==> src/design/c8x_pkg.sv <==
// shared constants, codes and types of the chip8 execute block
// no dependencies; used by the interface, data path, top level and checker through scoped names
`default_nettype none

package c8x_pkg;

    // machine memory size and return store geometry
    localparam int MEMORY_BYTES = 4096;
    localparam int STORE_DEPTH  = MEMORY_BYTES / 2;
    localparam int STORE_AW     = $clog2(STORE_DEPTH);

    // field widths
    localparam int PC_W     = 16;
    localparam int SIZE_W   = 13;
    localparam int REG_W    = 8;
    localparam int RIDX_W   = 4;
    localparam int ADDR_W   = 12;
    localparam int STATUS_W = 3;
    localparam int OP_W     = 4;
    localparam int NREGS    = 16;

    localparam logic [RIDX_W-1:0] FLAG_REG   = 4'd15;
    localparam logic [PC_W-1:0]   STEP_BYTES = 16'd2;
    localparam logic [SIZE_W-1:0] STEP_SIZE  = 13'd2;
    // highest stack top that still has room for one more entry
    localparam logic [PC_W:0]     STACK_LIMIT = 17'(MEMORY_BYTES - 2);

    typedef enum logic [OP_W-1:0] {
        OP_RET     = 4'd0,
        OP_JUMP    = 4'd1,
        OP_CALL    = 4'd2,
        OP_SKEQ_NN = 4'd3,
        OP_SKNE_NN = 4'd4,
        OP_SKEQ_VY = 4'd5,
        OP_SKNE_VY = 4'd6,
        OP_LOAD    = 4'd7,
        OP_ADD_NN  = 4'd8,
        OP_MOVE    = 4'd9,
        OP_OR      = 4'd10,
        OP_AND     = 4'd11,
        OP_XOR     = 4'd12,
        OP_ADD     = 4'd13,
        OP_SUB     = 4'd14,
        OP_SUBN    = 4'd15
    } op_t;

    typedef enum logic [STATUS_W-1:0] {
        ST_OK          = 3'd0,
        ST_RET_EMPTY   = 3'd1,
        ST_CALL_BAD    = 3'd2,
        ST_STACK_FULL  = 3'd3,
        ST_JUMP_BAD    = 3'd4
    } status_t;

    // what the data path decides for one operation
    typedef struct packed {
        logic             wr_vx;
        logic             wr_flag;
        logic [REG_W-1:0] vx_new;
        logic             flag_bit;
        logic             skip;
    } alu_res_t;

endpackage

`default_nettype wire

==> src/design/c8x_alu.sv <==
// register data path: load, move, add, subtract, logic ops, carry and borrow flags, skip tests
// depends on c8x_pkg
`default_nettype none

module c8x_alu (
    input  c8x_pkg::op_t                 op,
    input  logic [c8x_pkg::REG_W-1:0]    vx,
    input  logic [c8x_pkg::REG_W-1:0]    vy,
    input  logic [c8x_pkg::REG_W-1:0]    nn,
    output c8x_pkg::alu_res_t            res
);

    logic [c8x_pkg::REG_W:0] sum_vy;

    // carry out of vx + vy
    assign sum_vy = {1'b0, vx} + {1'b0, vy};

    // per-operation result and write enables
    always_comb
    begin
        res = '0;
        unique case (op)
            c8x_pkg::OP_RET, c8x_pkg::OP_JUMP, c8x_pkg::OP_CALL:
            begin
                res = '0;
            end
            c8x_pkg::OP_SKEQ_NN: res.skip = (vx == nn);
            c8x_pkg::OP_SKNE_NN: res.skip = (vx != nn);
            c8x_pkg::OP_SKEQ_VY: res.skip = (vx == vy);
            c8x_pkg::OP_SKNE_VY: res.skip = (vx != vy);
            c8x_pkg::OP_LOAD:
            begin
                res.wr_vx  = 1'b1;
                res.vx_new = nn;
            end
            c8x_pkg::OP_ADD_NN:
            begin
                res.wr_vx  = 1'b1;
                res.vx_new = vx + nn;
            end
            c8x_pkg::OP_MOVE:
            begin
                res.wr_vx  = 1'b1;
                res.vx_new = vy;
            end
            c8x_pkg::OP_OR:
            begin
                res.wr_vx  = 1'b1;
                res.vx_new = vx | vy;
            end
            c8x_pkg::OP_AND:
            begin
                res.wr_vx  = 1'b1;
                res.vx_new = vx & vy;
            end
            c8x_pkg::OP_XOR:
            begin
                res.wr_vx  = 1'b1;
                res.vx_new = vx ^ vy;
            end
            c8x_pkg::OP_ADD:
            begin
                res.wr_vx    = 1'b1;
                res.wr_flag  = 1'b1;
                res.vx_new   = sum_vy[c8x_pkg::REG_W-1:0];
                res.flag_bit = sum_vy[c8x_pkg::REG_W];
            end
            c8x_pkg::OP_SUB:
            begin
                res.wr_vx    = 1'b1;
                res.wr_flag  = 1'b1;
                res.vx_new   = vx - vy;
                res.flag_bit = (vx >= vy);
            end
            c8x_pkg::OP_SUBN:
            begin
                res.wr_vx    = 1'b1;
                res.wr_flag  = 1'b1;
                res.vx_new   = vy - vx;
                res.flag_bit = (vy >= vx);
            end
            default:
            begin
                res = '0;
            end
        endcase
    end

endmodule

`default_nettype wire

==> config.mk <==
export PLATFORM = sky130hd
export DESIGN_NAME = c8x_alu
export DESIGN_NICKNAME = d
export VERILOG_FILES = /design/src/design/c8x_pkg.sv /design/src/design/c8x_alu.sv
export SDC_FILE = /design/constraint.sdc
export NUM_CORES = 1
export LEC_CHECK = 0
export CORE_AREA = 2 2 109 69
export DETAILED_ROUTE_END_ITERATION = 16
export DIE_AREA = 0 0 111 71
export DONT_BUFFER_PORTS = 1
export PLACE_DENSITY = 0.42
export SLEW_MARGIN = 30
export SYNTH_ARGS = -nofsm -noshare
export SYNTH_HDL_FRONTEND = slang
export SYNTH_SLANG_ARGS = --single-unit
==> constraint.sdc <==
create_clock -name vclk -period 5.69
set_clock_uncertainty 0.05 [all_clocks]
set_input_delay 0.2845 -clock vclk [all_inputs]
set_output_delay 0.2845 -clock vclk [all_outputs]
set_load 0.05 [all_outputs]
# After elaboration in Yosys (flattened, before gate mapping)
# Index checks and enable logic that the tools add are counted.
[op_classes]
n_addsub = 4
n_mul = 0
n_div = 0
n_lt_le_gt_ge = 2
eq_ne = 17
shifts = 0
mux = 5
bitwise_logic = 3
n_reduce_logical = 2
[ops]
columns = ["op", "count"]
rows = [
  ["8-bit one-hot mux with 9 select lines", 1],
  ["4-bit equality test, second input constant", 8],
  ["4-bit by 3-bit equality test with 1-bit output, second input constant", 4],
  ["8-bit equality test", 2],
  ["8-bit greater-or-equal comparator", 2],
  ["8-bit inequality test", 2],
  ["8-bit subtractor", 2],
  ["8-bit by 8-bit adder with 9-bit output", 1],
  ["9-bit OR reduction", 1],
  ["8-bit adder", 1],
  ["8-bit AND", 1],
  ["8-bit OR", 1],
  ["8-bit bitwise XOR", 1],
  ["4-bit by 2-bit equality test with 1-bit output, second input constant", 1],
  ["1-bit one-hot mux with 4 select lines", 1],
  ["1-bit one-hot mux with 3 select lines", 1],
  ["3-bit OR reduction", 1],
  ["1-bit two-way mux", 2],
]
[word_totals]
register_bits = 0
latch_bits = 0
mem_bits_rw = 0
romBits = 0
inputBits = 28
out_inout_bits = 12
memories = 0

# Logic depth before layout (Yosys ltp)
# Gate-level depths: netlist of run 1.
[depth]
word_depth = 3
mapped_depth = 9
depth_no_buf = 9

# Least setup slack after synthesis of run 1
# Ideal clock, no wire load.
[synth_path]
kind = "in2out"
start = "input port vx[0] (netlist name)"
end = "output port res[6] (netlist name)"
t_arrival_ps = 2431
required_ps = 5356
path_slack_ps = 2924
path_stages = 8
n_path_buf = 0
cell_sequence = "ha_1 -> fa_1 -> a21o_1 -> a211o_1 -> o211ai_1 -> nand2_1 -> xnor2_1 -> o211ai_1"
[synth_lines]
columns = ["element", "line", "text"]
rows = [
  ["start, declared", "c8x_alu.sv:7", "input logic [c8x_pkg::REG_W-1:0] vx,"],
  ["end, declared", "c8x_alu.sv:10", "output c8x_pkg::alu_res_t res"],
]

==> metrics.log, run 1 <==
INFO  metric cpLargestDelayFamily = simple AND/OR/NAND/NOR gates
INFO  metric worst_slew_pin_tran = 0.925 ns
INFO  metric final.setup.tns = 0 ns
INFO  metric grt_use_total = 0.196
INFO  metric worst_hold_path_class = in -> out
INFO  metric dpl.hpwl = 6430 um
INFO  metric post_drt_wl_per_cell = 21.1 um
INFO  metric post-route-period-util = 0.576
INFO  metric cp.arrival = 2.94 ns
INFO  metric drc = 0
INFO  metric core-area = 6940 um2
INFO  metric synthDistinctLibCells = 58
INFO  metric sw_frac_of_total = 0.642
INFO  metric outcome = finished, final reports clean
INFO  metric seqCellArea = 0 um2
INFO  metric fin_worst_hold_slack = 0.620 ns
INFO  metric final_weighted_congestion_in_routability_driven_placement = 0.921
INFO  metric cts_post_setup_buffers_inserted = 0
INFO  metric worstPathRequired = 5.36 ns
INFO  metric largest_net_degree_at_the_start_of_global_routing = 38
INFO  metric first_global_vias = 2110
INFO  metric crit_chain = inv_1 -> ha_1 -> nor2b_1 -> o311a_1 -> a2111oi_2 -> nor3_1 -> nor4b_1 -> or3b_1
INFO  metric psw = 0.147 mW
INFO  metric placed_area = 2200 um2
INFO  metric n_antenna_cell = 0
INFO  metric port-buffer-count = 0
INFO  metric post_synth.cell_area_avg = 7.18 um2
INFO  metric detail-route-antenna-nets = 0
INFO  metric area_delta_synth_final = 3.47%
INFO  metric drtPass1Iterations = 5
INFO  metric dr.first_iter.drc_count = 266
INFO  metric internal_portion_of_total_power = 0.0819 mW
INFO  metric netlist_instances = 296
INFO  metric crit_path_top_delay_cell = sky130_fd_sc_hd__ha_1
INFO  metric drv_slew = 0
INFO  metric route.vias.total = 2196
INFO  metric finish.instance_area = 2200 um2
INFO  metric timing.max_cap.violations = 0
INFO  metric power.share.clock = 0
INFO  metric yosys_warnings = 0
INFO  metric synth.yosys.seq_area_share = 0
INFO  metric period_minus_slack = 3.28 ns
INFO  metric dp_worst_setup_slack = 2.58 ns
INFO  metric grt_residual_overflow = 0
INFO  metric combinationalPowerShare = 1.000
INFO  metric effective_utilization_at_floorplan = 0.306
INFO  metric critical_path_class = in -> out
INFO  metric nClkBuffers = 0
INFO  metric total_leakage_power = 0.961 nW
INFO  metric die_y = 71 um
INFO  metric layout.cells.most_common = sky130_fd_sc_hd__ha_1
INFO  metric layout-drive-gt1-share = 0.0459
INFO  metric maxClockFrequency = 305 MHz
INFO  metric viasPerCell = 5.87
INFO  metric grt_pass1_wl = 12200 um
INFO  metric post_cts_hold_buffer_count = 0
INFO  metric power_density = 104 nW/um2
INFO  metric nFlopsAndLatches = 0
INFO  metric path_max_fanout = 14
INFO  metric finalNetCount = 357
INFO  metric timing.final.ws_setup = 2.41 ns
INFO  metric critical_path.n_buffers_inverters = 1
INFO  metric die-width = 111 um
INFO  metric rows = 24
INFO  metric placed_cells = 374
INFO  metric ioPinCount = 40
INFO  metric ctsResizeCount = 0
INFO  metric setup_crit_end_kind = output pin
INFO  metric final-hold-violation-count = 0
INFO  metric synthesis.area = 2120 um2
INFO  metric antenna_found_initial = 0
INFO  metric crit_path_max_incr_delay = 0.60 ns
INFO  metric critical_path.startpoint_type = primary input
INFO  metric report.final.setup_viol = 0
INFO  metric postSynthNetCount = 368
INFO  metric worst_slew_margin_rel = 0.381
INFO  metric share_seq_of_total_power = 0
INFO  metric power.ir.vdd_worst = 0.0581 mV
INFO  metric post_layout_nonfiller_instances = 374
INFO  metric total_die_area = 7880 um2
INFO  metric grt_setup_unrepaired = no
INFO  metric routed_wirelength = 7890 um
INFO  metric final_cell_mix = sky130_fd_sc_hd__ha_1 (40), sky130_fd_sc_hd__nor2_1 (26), sky130_fd_sc_hd__a21oi_1 (24)
-- cells by family after synthesis --
| family | share of synthesized area |
|---|---|
| buffers and inverters | 0.0777 |
| AOI/OAI and AO/OA | 0.343 |
| xor gates and xnor gates | 0.0453 |
| adders and majority gates | 0.273 |
| and+or+nand+nor | 0.217 |
| muxes | 0.0436 |
-- through the flow --
step                      power [mW]  utilization
final                          0.229        0.317
after global routing           0.247        0.317
after CTS                      0.226        0.317
after detailed placement       0.224        0.317
after global placement         0.223        0.313
after floorplan                0.185            -
-- cell type report --
class / count / area (um2)
inverters: 24 / 90.1
repair buffers: 4 / 30.0
multi-input cells: 255 / 1960
well taps: 91 / 114
fillers: 757 / 4740
-- cell usage after synthesis (5+ instances only) --
library cell               number  area, um2
sky130_fd_sc_hd__ha_1          40        500
sky130_fd_sc_hd__nor3_1         8       40.0
sky130_fd_sc_hd__mux2i_1        7       70.1
sky130_fd_sc_hd__nand2_1       21       78.8
sky130_fd_sc_hd__o21ai_0       15       75.1
sky130_fd_sc_hd__o211ai_1       7       52.6
sky130_fd_sc_hd__xnor2_1        7       61.3
sky130_fd_sc_hd__nor2_1        26       97.6
sky130_fd_sc_hd__nand2b_1       5       31.3
sky130_fd_sc_hd__inv_1         23       86.3
sky130_fd_sc_hd__a21oi_1       25        125
sky130_fd_sc_hd__a211oi_1       6       45.0
sky130_fd_sc_hd__nand3_1       10       50.1
sky130_fd_sc_hd__o21bai_1       5       37.5
sky130_fd_sc_hd__clkbuf_1      11       41.3
sky130_fd_sc_hd__o22ai_1        5       31.3
sky130_fd_sc_hd__nor2b_1        5       31.3
-- power groups by stage --
stage          Combinational (mW)  Sequential (mW)  Clock [mW]
6_report                    0.229                0           0
3_3_place_gp                0.223                0           0
2_1_floorplan               0.185                0           0
5_1_grt                     0.247                0           0
3_5_place_dp                0.224                0           0
4_1_cts                     0.226                0           0
-- worst paths after layout --
kind              slack, ns   from  endpoint  cells after the start
setup / recovery       2.41  vx[4]    res[9]                      8
hold / removal         0.62  op[3]    res[0]                      1
-- per-layer routing --
metal | up-vias | track usage | share of wire
met5 | - | 0 | 0
met4 | 0 | 0.00139 | 0
met3 | 0 | 0.0608 | 0.12
met2 | 93 | 0.264 | 0.37
met1 | 1033 | 0.314 | 0.51
li1 | 1070 | - | -
(Power assumes the default switching activity.)
==> run 2: changes to the inputs <==
--- a/config.mk
+++ b/config.mk
@@ -5,9 +5,10 @@
 export SDC_FILE = /design/constraint.sdc
 export NUM_CORES = 1
 export LEC_CHECK = 0
-export CORE_AREA = 2 2 109 69
+export ABC_AREA = 1
+export CORE_AREA = 2 2 111 70
 export DETAILED_ROUTE_END_ITERATION = 16
-export DIE_AREA = 0 0 111 71
+export DIE_AREA = 0 0 113 72
 export DONT_BUFFER_PORTS = 1
 export PLACE_DENSITY = 0.42
 export SLEW_MARGIN = 30
==> constraint.sdc (replaced) <==
create_clock -name vclk -period 3.4
set_clock_uncertainty 0.05 [all_clocks]
set_input_delay 0.17 -clock vclk [all_inputs]
set_output_delay 0.17 -clock vclk [all_outputs]
set_load 0.05 [all_outputs]
==> run 2 against run 1 <==
Against the previous run: the run now ends with design-rule violations left; via count rose by 12%; global-route usage fell by 0.29 points; final area rose by 4.2%; critical path depth did not move; critical path type unchanged; critical endpoint is now res[0].
==> metrics.log, run 2 <==
INFO  metric placed_area = 2290 um2 (was 2200 um2)
INFO  metric finalNetCount = 449 (was 357)
INFO  metric timing.max_cap.violations = 0 (unchanged)
INFO  metric worst_hold_path_class = in -> out (unchanged)
INFO  metric route.vias.total = 2457 (was 2196)
INFO  metric largest_net_degree_at_the_start_of_global_routing = 11 (was 38)
INFO  metric dr.first_iter.drc_count = 225 (was 266)
INFO  metric total_power = 0.351 mW (was 0.229 mW)
INFO  metric period_minus_slack = 2.32 ns
INFO  metric path_max_fanout = 9 (was 14)
INFO  metric netlist_instances = 380 (was 296)
INFO  metric dpl.hpwl = 6760 um (was 6430 um)
INFO  metric postSynthNetCount = 452 (was 368)
INFO  metric finish.instance_area = 2290 um2 (was 2200 um2)
INFO  metric grt_setup_unrepaired = no (unchanged)
INFO  metric detail-route-antenna-nets = 0 (unchanged)
INFO  metric post_layout_nonfiller_instances = 466 (was 374)
INFO  metric layout.cells.most_common = sky130_fd_sc_hd__nand2_1 (was sky130_fd_sc_hd__ha_1)
INFO  metric drtPass1Iterations = 11 (was 5)
INFO  metric n_antenna_cell = 0 (unchanged)
INFO  metric synth_largest_area_cell = sky130_fd_sc_hd__ha_1 (unchanged)
INFO  metric cts_post_setup_buffers_inserted = 0 (unchanged)
INFO  metric fin_worst_hold_slack = 0.713 ns (was 0.620 ns)
INFO  metric die_y = 72 um (was 71 um)
INFO  metric ctsResizeCount = 0 (unchanged)
INFO  metric final_cell_mix = sky130_fd_sc_hd__nand2_1 (108), sky130_fd_sc_hd__inv_1 (54), sky130_fd_sc_hd__ha_1 (40) (was sky130_fd_sc_hd__ha_1 (40), sky130_fd_sc_hd__nor2_1 (26), sky130_fd_sc_hd__a21oi_1 (24))
INFO  metric ioPinCount = 40 (unchanged)
INFO  metric cp.arrival = 2.10 ns (was 2.94 ns)
INFO  metric rows = 24 (unchanged)
INFO  metric seqCellArea = 0 um2 (unchanged)
INFO  metric final-hold-violation-count = 0 (unchanged)
INFO  metric final.setup.tns = 0 ns (unchanged)
INFO  metric drc = 1 (was 0)
INFO  metric synth.yosys.seq_area_share = 0 (unchanged)
INFO  metric timing.final.ws_setup = 1.08 ns (was 2.41 ns)
INFO  metric dp_worst_setup_slack = 1.14 ns (was 2.58 ns)
INFO  metric setup_crit_end_kind = output pin (unchanged)
INFO  metric drv_slew = 0 (unchanged)
INFO  metric viasPerCell = 5.27 (was 5.87)
INFO  metric antenna_found_initial = 0 (unchanged)
INFO  metric grt_pass1_wl = 12300 um (was 12200 um)
INFO  metric critical_path.startpoint_type = primary input (unchanged)
INFO  metric die-width = 113 um (was 111 um)
INFO  metric power.ir.vdd_worst = 0.0553 mV (was 0.0581 mV)
INFO  metric final_weighted_congestion_in_routability_driven_placement = 0.869 (was 0.921)
INFO  metric failing_checks = design-rule violations
INFO  metric worst_slew_pin_tran = 0.878 ns (was 0.925 ns)
INFO  metric post_drt_wl_per_cell = 17.2 um (was 21.1 um)
INFO  metric core-area = 7090 um2 (was 6940 um2)
INFO  metric postLayoutCoreUtil = 0.323 (was 0.317)
INFO  metric nFlopsAndLatches = 0 (unchanged)
INFO  metric post_cts_hold_buffer_count = 0 (unchanged)
INFO  metric synthMostInstantiatedCell = sky130_fd_sc_hd__nand2_1 (was sky130_fd_sc_hd__ha_1)
INFO  metric synthesis.area = 2210 um2 (was 2120 um2)
INFO  metric synth_top_cell_area_share = 0.227 (was 0.236)
INFO  metric maxClockFrequency = 431 MHz
INFO  metric post_synth.cell_area_avg = 5.80 um2 (was 7.18 um2)
INFO  metric layout-drive-gt1-share = 0.0747 (was 0.0459)
INFO  metric nClkBuffers = 0 (unchanged)
INFO  metric post-route-period-util = 0.682
INFO  metric report.final.setup_viol = 0 (unchanged)
INFO  metric placed_cells = 466 (was 374)
INFO  metric routed_wirelength = 8010 um (was 7890 um)
INFO  metric synth_area_leaders = sky130_fd_sc_hd__ha_1 (23%), sky130_fd_sc_hd__nand2_1 (18%), sky130_fd_sc_hd__inv_1 (9.2%) (was sky130_fd_sc_hd__ha_1 (24%), sky130_fd_sc_hd__a21oi_1 (5.9%), sky130_fd_sc_hd__nor2_1 (4.6%))
INFO  metric ys_top_cells_by_count = sky130_fd_sc_hd__nand2_1 (108), sky130_fd_sc_hd__inv_1 (54), sky130_fd_sc_hd__ha_1 (40), sky130_fd_sc_hd__nand3_1 (35), sky130_fd_sc_hd__nor2_1 (26) (was sky130_fd_sc_hd__ha_1 (40), sky130_fd_sc_hd__nor2_1 (26), sky130_fd_sc_hd__a21oi_1 (25), sky130_fd_sc_hd__inv_1 (23), sky130_fd_sc_hd__nand2_1 (21))
INFO  metric port-buffer-count = 0 (unchanged)
INFO  metric power_density = 153 nW/um2 (was 104 nW/um2)
INFO  metric outcome = complete, but fails checks (was finished, final reports clean)
INFO  metric synthDistinctLibCells = 37 (was 58)
INFO  metric worst_slew_margin_rel = 0.412 (was 0.381)
INFO  metric area_delta_synth_final = 3.80% (was 3.47%)
INFO  metric effective_utilization_at_floorplan = 0.311 (was 0.306)
INFO  metric grt_residual_overflow = 0 (unchanged)
INFO  metric worstPathRequired = 3.18 ns (was 5.36 ns)
INFO  metric total_leakage_power = 1.24 nW (was 0.961 nW)
INFO  metric first_global_vias = 2243 (was 2110)
INFO  metric yosys_warnings = 0 (unchanged)
INFO  metric total_die_area = 8140 um2 (was 7880 um2)
INFO  metric critical_path_class = in -> out (unchanged)
INFO  metric grt_use_total = 0.193 (was 0.196)
-- run 2: logic make-up after synthesis --
| group | share of synthesized area |
|---|---|
| AO/OA/AOI/OAI | 0.144 |
| XOR/XNOR | 0.00397 |
| adder cells (fa/ha/maj) | 0.263 |
| buffers and inverters | 0.119 |
| AND/OR/NAND/NOR | 0.470 |
-- run 2: final timing paths --
check / end / cells after the start / start
min: res[11] / 2 / op[3]
max: res[0] / 8 / vx[4]
-- run 2: worst max-delay path: stages --
cell                      delay (ns)
sky130_fd_sc_hd__inv_1          0.03
sky130_fd_sc_hd__ha_1           0.44
sky130_fd_sc_hd__nor2_2         0.22
sky130_fd_sc_hd__and2_1         0.19
sky130_fd_sc_hd__nand4_1        0.32
sky130_fd_sc_hd__nor3_1         0.24
sky130_fd_sc_hd__a21oi_1        0.07
sky130_fd_sc_hd__nand3_1        0.41
-- run 2: area by class of cell --
cell class / count / area, um2
inverters: 62 / 233
well taps: 91 / 114
multi-input cells: 313 / 1940
fillers: 813 / 4800
-- run 2: where the power goes --
| part | internal (mW) | total (mW) | switching, mW |
|---|---|---|---|
| clock network | 0 | 0 | 0 |
| registers | 0 | 0 | 0 |
| logic | 0.0982 | 0.351 | 0.252 |
| total | 0.0982 | 0.351 | 0.252 |
-- run 2: layer usage --
layer / vias up / part of all wire / global-route usage
li1: 1227 / - / -
met1: 1136 / 0.55 / 0.328
met2: 88 / 0.38 / 0.267
met3: 6 / 0.067 / 0.0134
met4: 0 / 0.0081 / 0.0122
met5: - / 0 / 0
==> run 3: changes to the inputs <==
--- a/config.mk
+++ b/config.mk
@@ -10,7 +10,7 @@
 export DETAILED_ROUTE_END_ITERATION = 16
 export DIE_AREA = 0 0 113 72
 export DONT_BUFFER_PORTS = 1
-export PLACE_DENSITY = 0.42
+export PLACE_DENSITY = 0.43
 export SLEW_MARGIN = 30
 export SYNTH_ARGS = -nofsm -noshare
 export SYNTH_HDL_FRONTEND = slang
==> constraint.sdc (replaced) <==
create_clock -name vclk -period 2
set_clock_uncertainty 0.05 [all_clocks]
set_input_delay 0.1 -clock vclk [all_inputs]
set_output_delay 0.1 -clock vclk [all_outputs]
set_load 0.05 [all_outputs]
==> run 3 against run 2 <==
Against the previous run: final area grew 7.5%; wire length decreased by 2.1%; sequential cell count stayed put; combinational power rose by 89%; non-clock buffer count is 17 higher; cell count up 3.6%; critical path depth is 4 higher; highest routed layer unchanged; sequential share of layout area stayed put; critical path type unchanged; the flow still finishes with violations (design-rule violations).
==> metrics.log, run 3 (same netlist as run 2, synthesis figures left out) <==
INFO  metric setup_crit_end_kind = output pin (unchanged)
INFO  metric final.setup.tns = 0 ns (unchanged)
INFO  metric area_delta_synth_final = 11.6% (was 3.80%)
INFO  metric period_minus_slack = 1.83 ns
INFO  metric nClkBuffers = 0 (unchanged)
INFO  metric final_cell_mix = sky130_fd_sc_hd__nand2_1 (108), sky130_fd_sc_hd__inv_1 (54), sky130_fd_sc_hd__ha_1 (39) (was sky130_fd_sc_hd__nand2_1 (108), sky130_fd_sc_hd__inv_1 (54), sky130_fd_sc_hd__ha_1 (40))
INFO  metric antenna_found_initial = 0 (unchanged)
INFO  metric timing.max_cap.violations = 0 (unchanged)
INFO  metric dr.first_iter.drc_count = 132 (was 225)
INFO  metric routed_wirelength = 7840 um (was 8010 um)
INFO  metric post_drt_wl_per_cell = 16.2 um (was 17.2 um)
INFO  metric worst_slew_pin_tran = 0.456 ns (was 0.878 ns)
INFO  metric multi_input_area = 1950 um2 (was 1940 um2)
INFO  metric final_weighted_congestion_in_routability_driven_placement = 0.895 (was 0.869)
INFO  metric largest_net_degree_at_the_start_of_global_routing = 10 (was 11)
INFO  metric power.ir.vdd_worst = 0.125 mV (was 0.0553 mV)
INFO  metric path_max_fanout = 4 (was 9)
INFO  metric detail-route-antenna-nets = 0 (unchanged)
INFO  metric outcome = complete, but fails checks (unchanged)
INFO  metric failing_checks = design-rule violations (unchanged)
INFO  metric critical_path.startpoint_type = primary input (unchanged)
INFO  metric fill_cell_count = 843 (was 813)
INFO  metric die_y = 72 um (unchanged)
INFO  metric report.final.setup_viol = 0 (unchanged)
INFO  metric layout.cells.most_common = sky130_fd_sc_hd__nand2_1 (unchanged)
INFO  metric route.vias.total = 2495 (was 2457)
INFO  metric nFlopsAndLatches = 0 (unchanged)
INFO  metric fin_worst_hold_slack = 0.453 ns (was 0.713 ns)
INFO  metric die-width = 113 um (unchanged)
INFO  metric worstSetupEndpoint = res[8] (was res[0])
INFO  metric grt_use_total = 0.195 (was 0.193)
INFO  metric post_cts_hold_buffer_count = 0 (unchanged)
INFO  metric drc = 1 (unchanged)
INFO  metric finalNetCount = 466 (was 449)
INFO  metric total_die_area = 8140 um2 (unchanged)
INFO  metric drv_slew = 0 (unchanged)
INFO  metric maxClockFrequency = 546 MHz
INFO  metric dpl.hpwl = 6740 um (was 6760 um)
INFO  metric ioPinCount = 40 (unchanged)
INFO  metric core-area = 7090 um2 (unchanged)
INFO  metric critical_path_class = in -> out (unchanged)
INFO  metric post-route-period-util = 0.916
INFO  metric seqCellArea = 0 um2 (unchanged)
INFO  metric grt_setup_unrepaired = no (unchanged)
INFO  metric viasPerCell = 5.17 (was 5.27)
INFO  metric worst_hold_path_class = in -> out (unchanged)
INFO  metric drtPass1Iterations = 11 (unchanged)
INFO  metric layout-drive-gt1-share = 0.120 (was 0.0747)
INFO  metric effective_utilization_at_floorplan = 0.311 (unchanged)
INFO  metric worst_slew_margin_rel = 0.695 (was 0.412)
INFO  metric worstPathRequired = 1.85 ns (was 3.18 ns)
INFO  metric crit_start = vy[0] (was vx[4])
INFO  metric cp.arrival = 1.68 ns (was 2.10 ns)
INFO  metric port-buffer-count = 0 (unchanged)
INFO  metric power_density = 270 nW/um2 (was 153 nW/um2)
INFO  metric grt_residual_overflow = 0 (unchanged)
INFO  metric n_antenna_cell = 0 (unchanged)
INFO  metric grt_pass1_wl = 12700 um (was 12300 um)
INFO  metric final-hold-violation-count = 0 (unchanged)
INFO  metric rows = 24 (unchanged)
INFO  metric first_global_vias = 2382 (was 2243)
INFO  metric total_leakage_power = 1.33 nW (was 1.24 nW)
-- run 3: timing repair --
action / in CTS / in global routing
endpoints found under the hold margin: 0 / 0
setup endpoints to repair: 0 / 3
buffers inserted: 0 / 1
resized for setup: 0 / 2
-- run 3: how the worst min path moves through the flow --
stage	startpoint	to	slack (ns)	depth (start not counted)
global placement	vy[0]	res[2]	0.46	3
finish	vy[0]	res[2]	0.45	3
global route	vy[0]	res[2]	0.48	3
detailed placement	vy[0]	res[2]	0.46	3
floorplan	op[3]	res[11]	0.54	2
CTS	vy[0]	res[2]	0.46	3
-- run 3: worst max-delay path, stage by stage --
cell and delay, ns:
sky130_fd_sc_hd__inv_1 0.05, sky130_fd_sc_hd__ha_1 0.19, sky130_fd_sc_hd__fa_1 0.44, sky130_fd_sc_hd__o21ai_2 0.25
sky130_fd_sc_hd__nand2_1 0.13, sky130_fd_sc_hd__nand2_1 0.08, sky130_fd_sc_hd__nand2_1 0.04, sky130_fd_sc_hd__nand3_1 0.06
sky130_fd_sc_hd__nand2_1 0.05, sky130_fd_sc_hd__inv_1 0.04, sky130_fd_sc_hd__nand2_1 0.08, sky130_fd_sc_hd__buf_12 0.16
-- run 3: per-stage QoR --
| stage | utilization | instance area, um2 | setup WS, ns | power (mW) | cells |
|---|---|---|---|---|---|
| 2_1_floorplan | - | 2210 | 0.195 | 0.476 | 380 |
| 3_3_place_gp | 0.345 | 2450 | 0.115 | 0.659 | 482 |
| 3_5_place_dp | 0.345 | 2450 | 0.0756 | 0.656 | 482 |
| 4_1_cts | 0.345 | 2450 | 0.0608 | 0.659 | 482 |
| 5_1_grt | 0.347 | 2460 | 0.0255 | 0.735 | 483 |
| 6_report | 0.347 | 2460 | 0.168 | 0.665 | 483 |
-- run 3: layout make-up --
class | instances | area share
Multi-Input combinational cell | 313 | 0.792
Inverter | 62 | 0.0946
Timing Repair Buffer | 17 | 0.0671
Tap cell | 91 | 0.0463
-- run 3: per-layer routing --
metal	share of wire	vias up	GRT usage
met3	0.068	2	0.0217
met2	0.37	77	0.266
met5	0	-	0
met1	0.56	1149	0.332
li1	-	1267	-
met4	0.0024	0	0.00678
-- run 3: report_power, final --
| group | switching [mW] | total [mW] | internal (mW) |
|---|---|---|---|
| Clock | 0 | 0 | 0 |
| Combinational | 0.442 | 0.665 | 0.224 |
| Sequential | 0 | 0 | 0 |
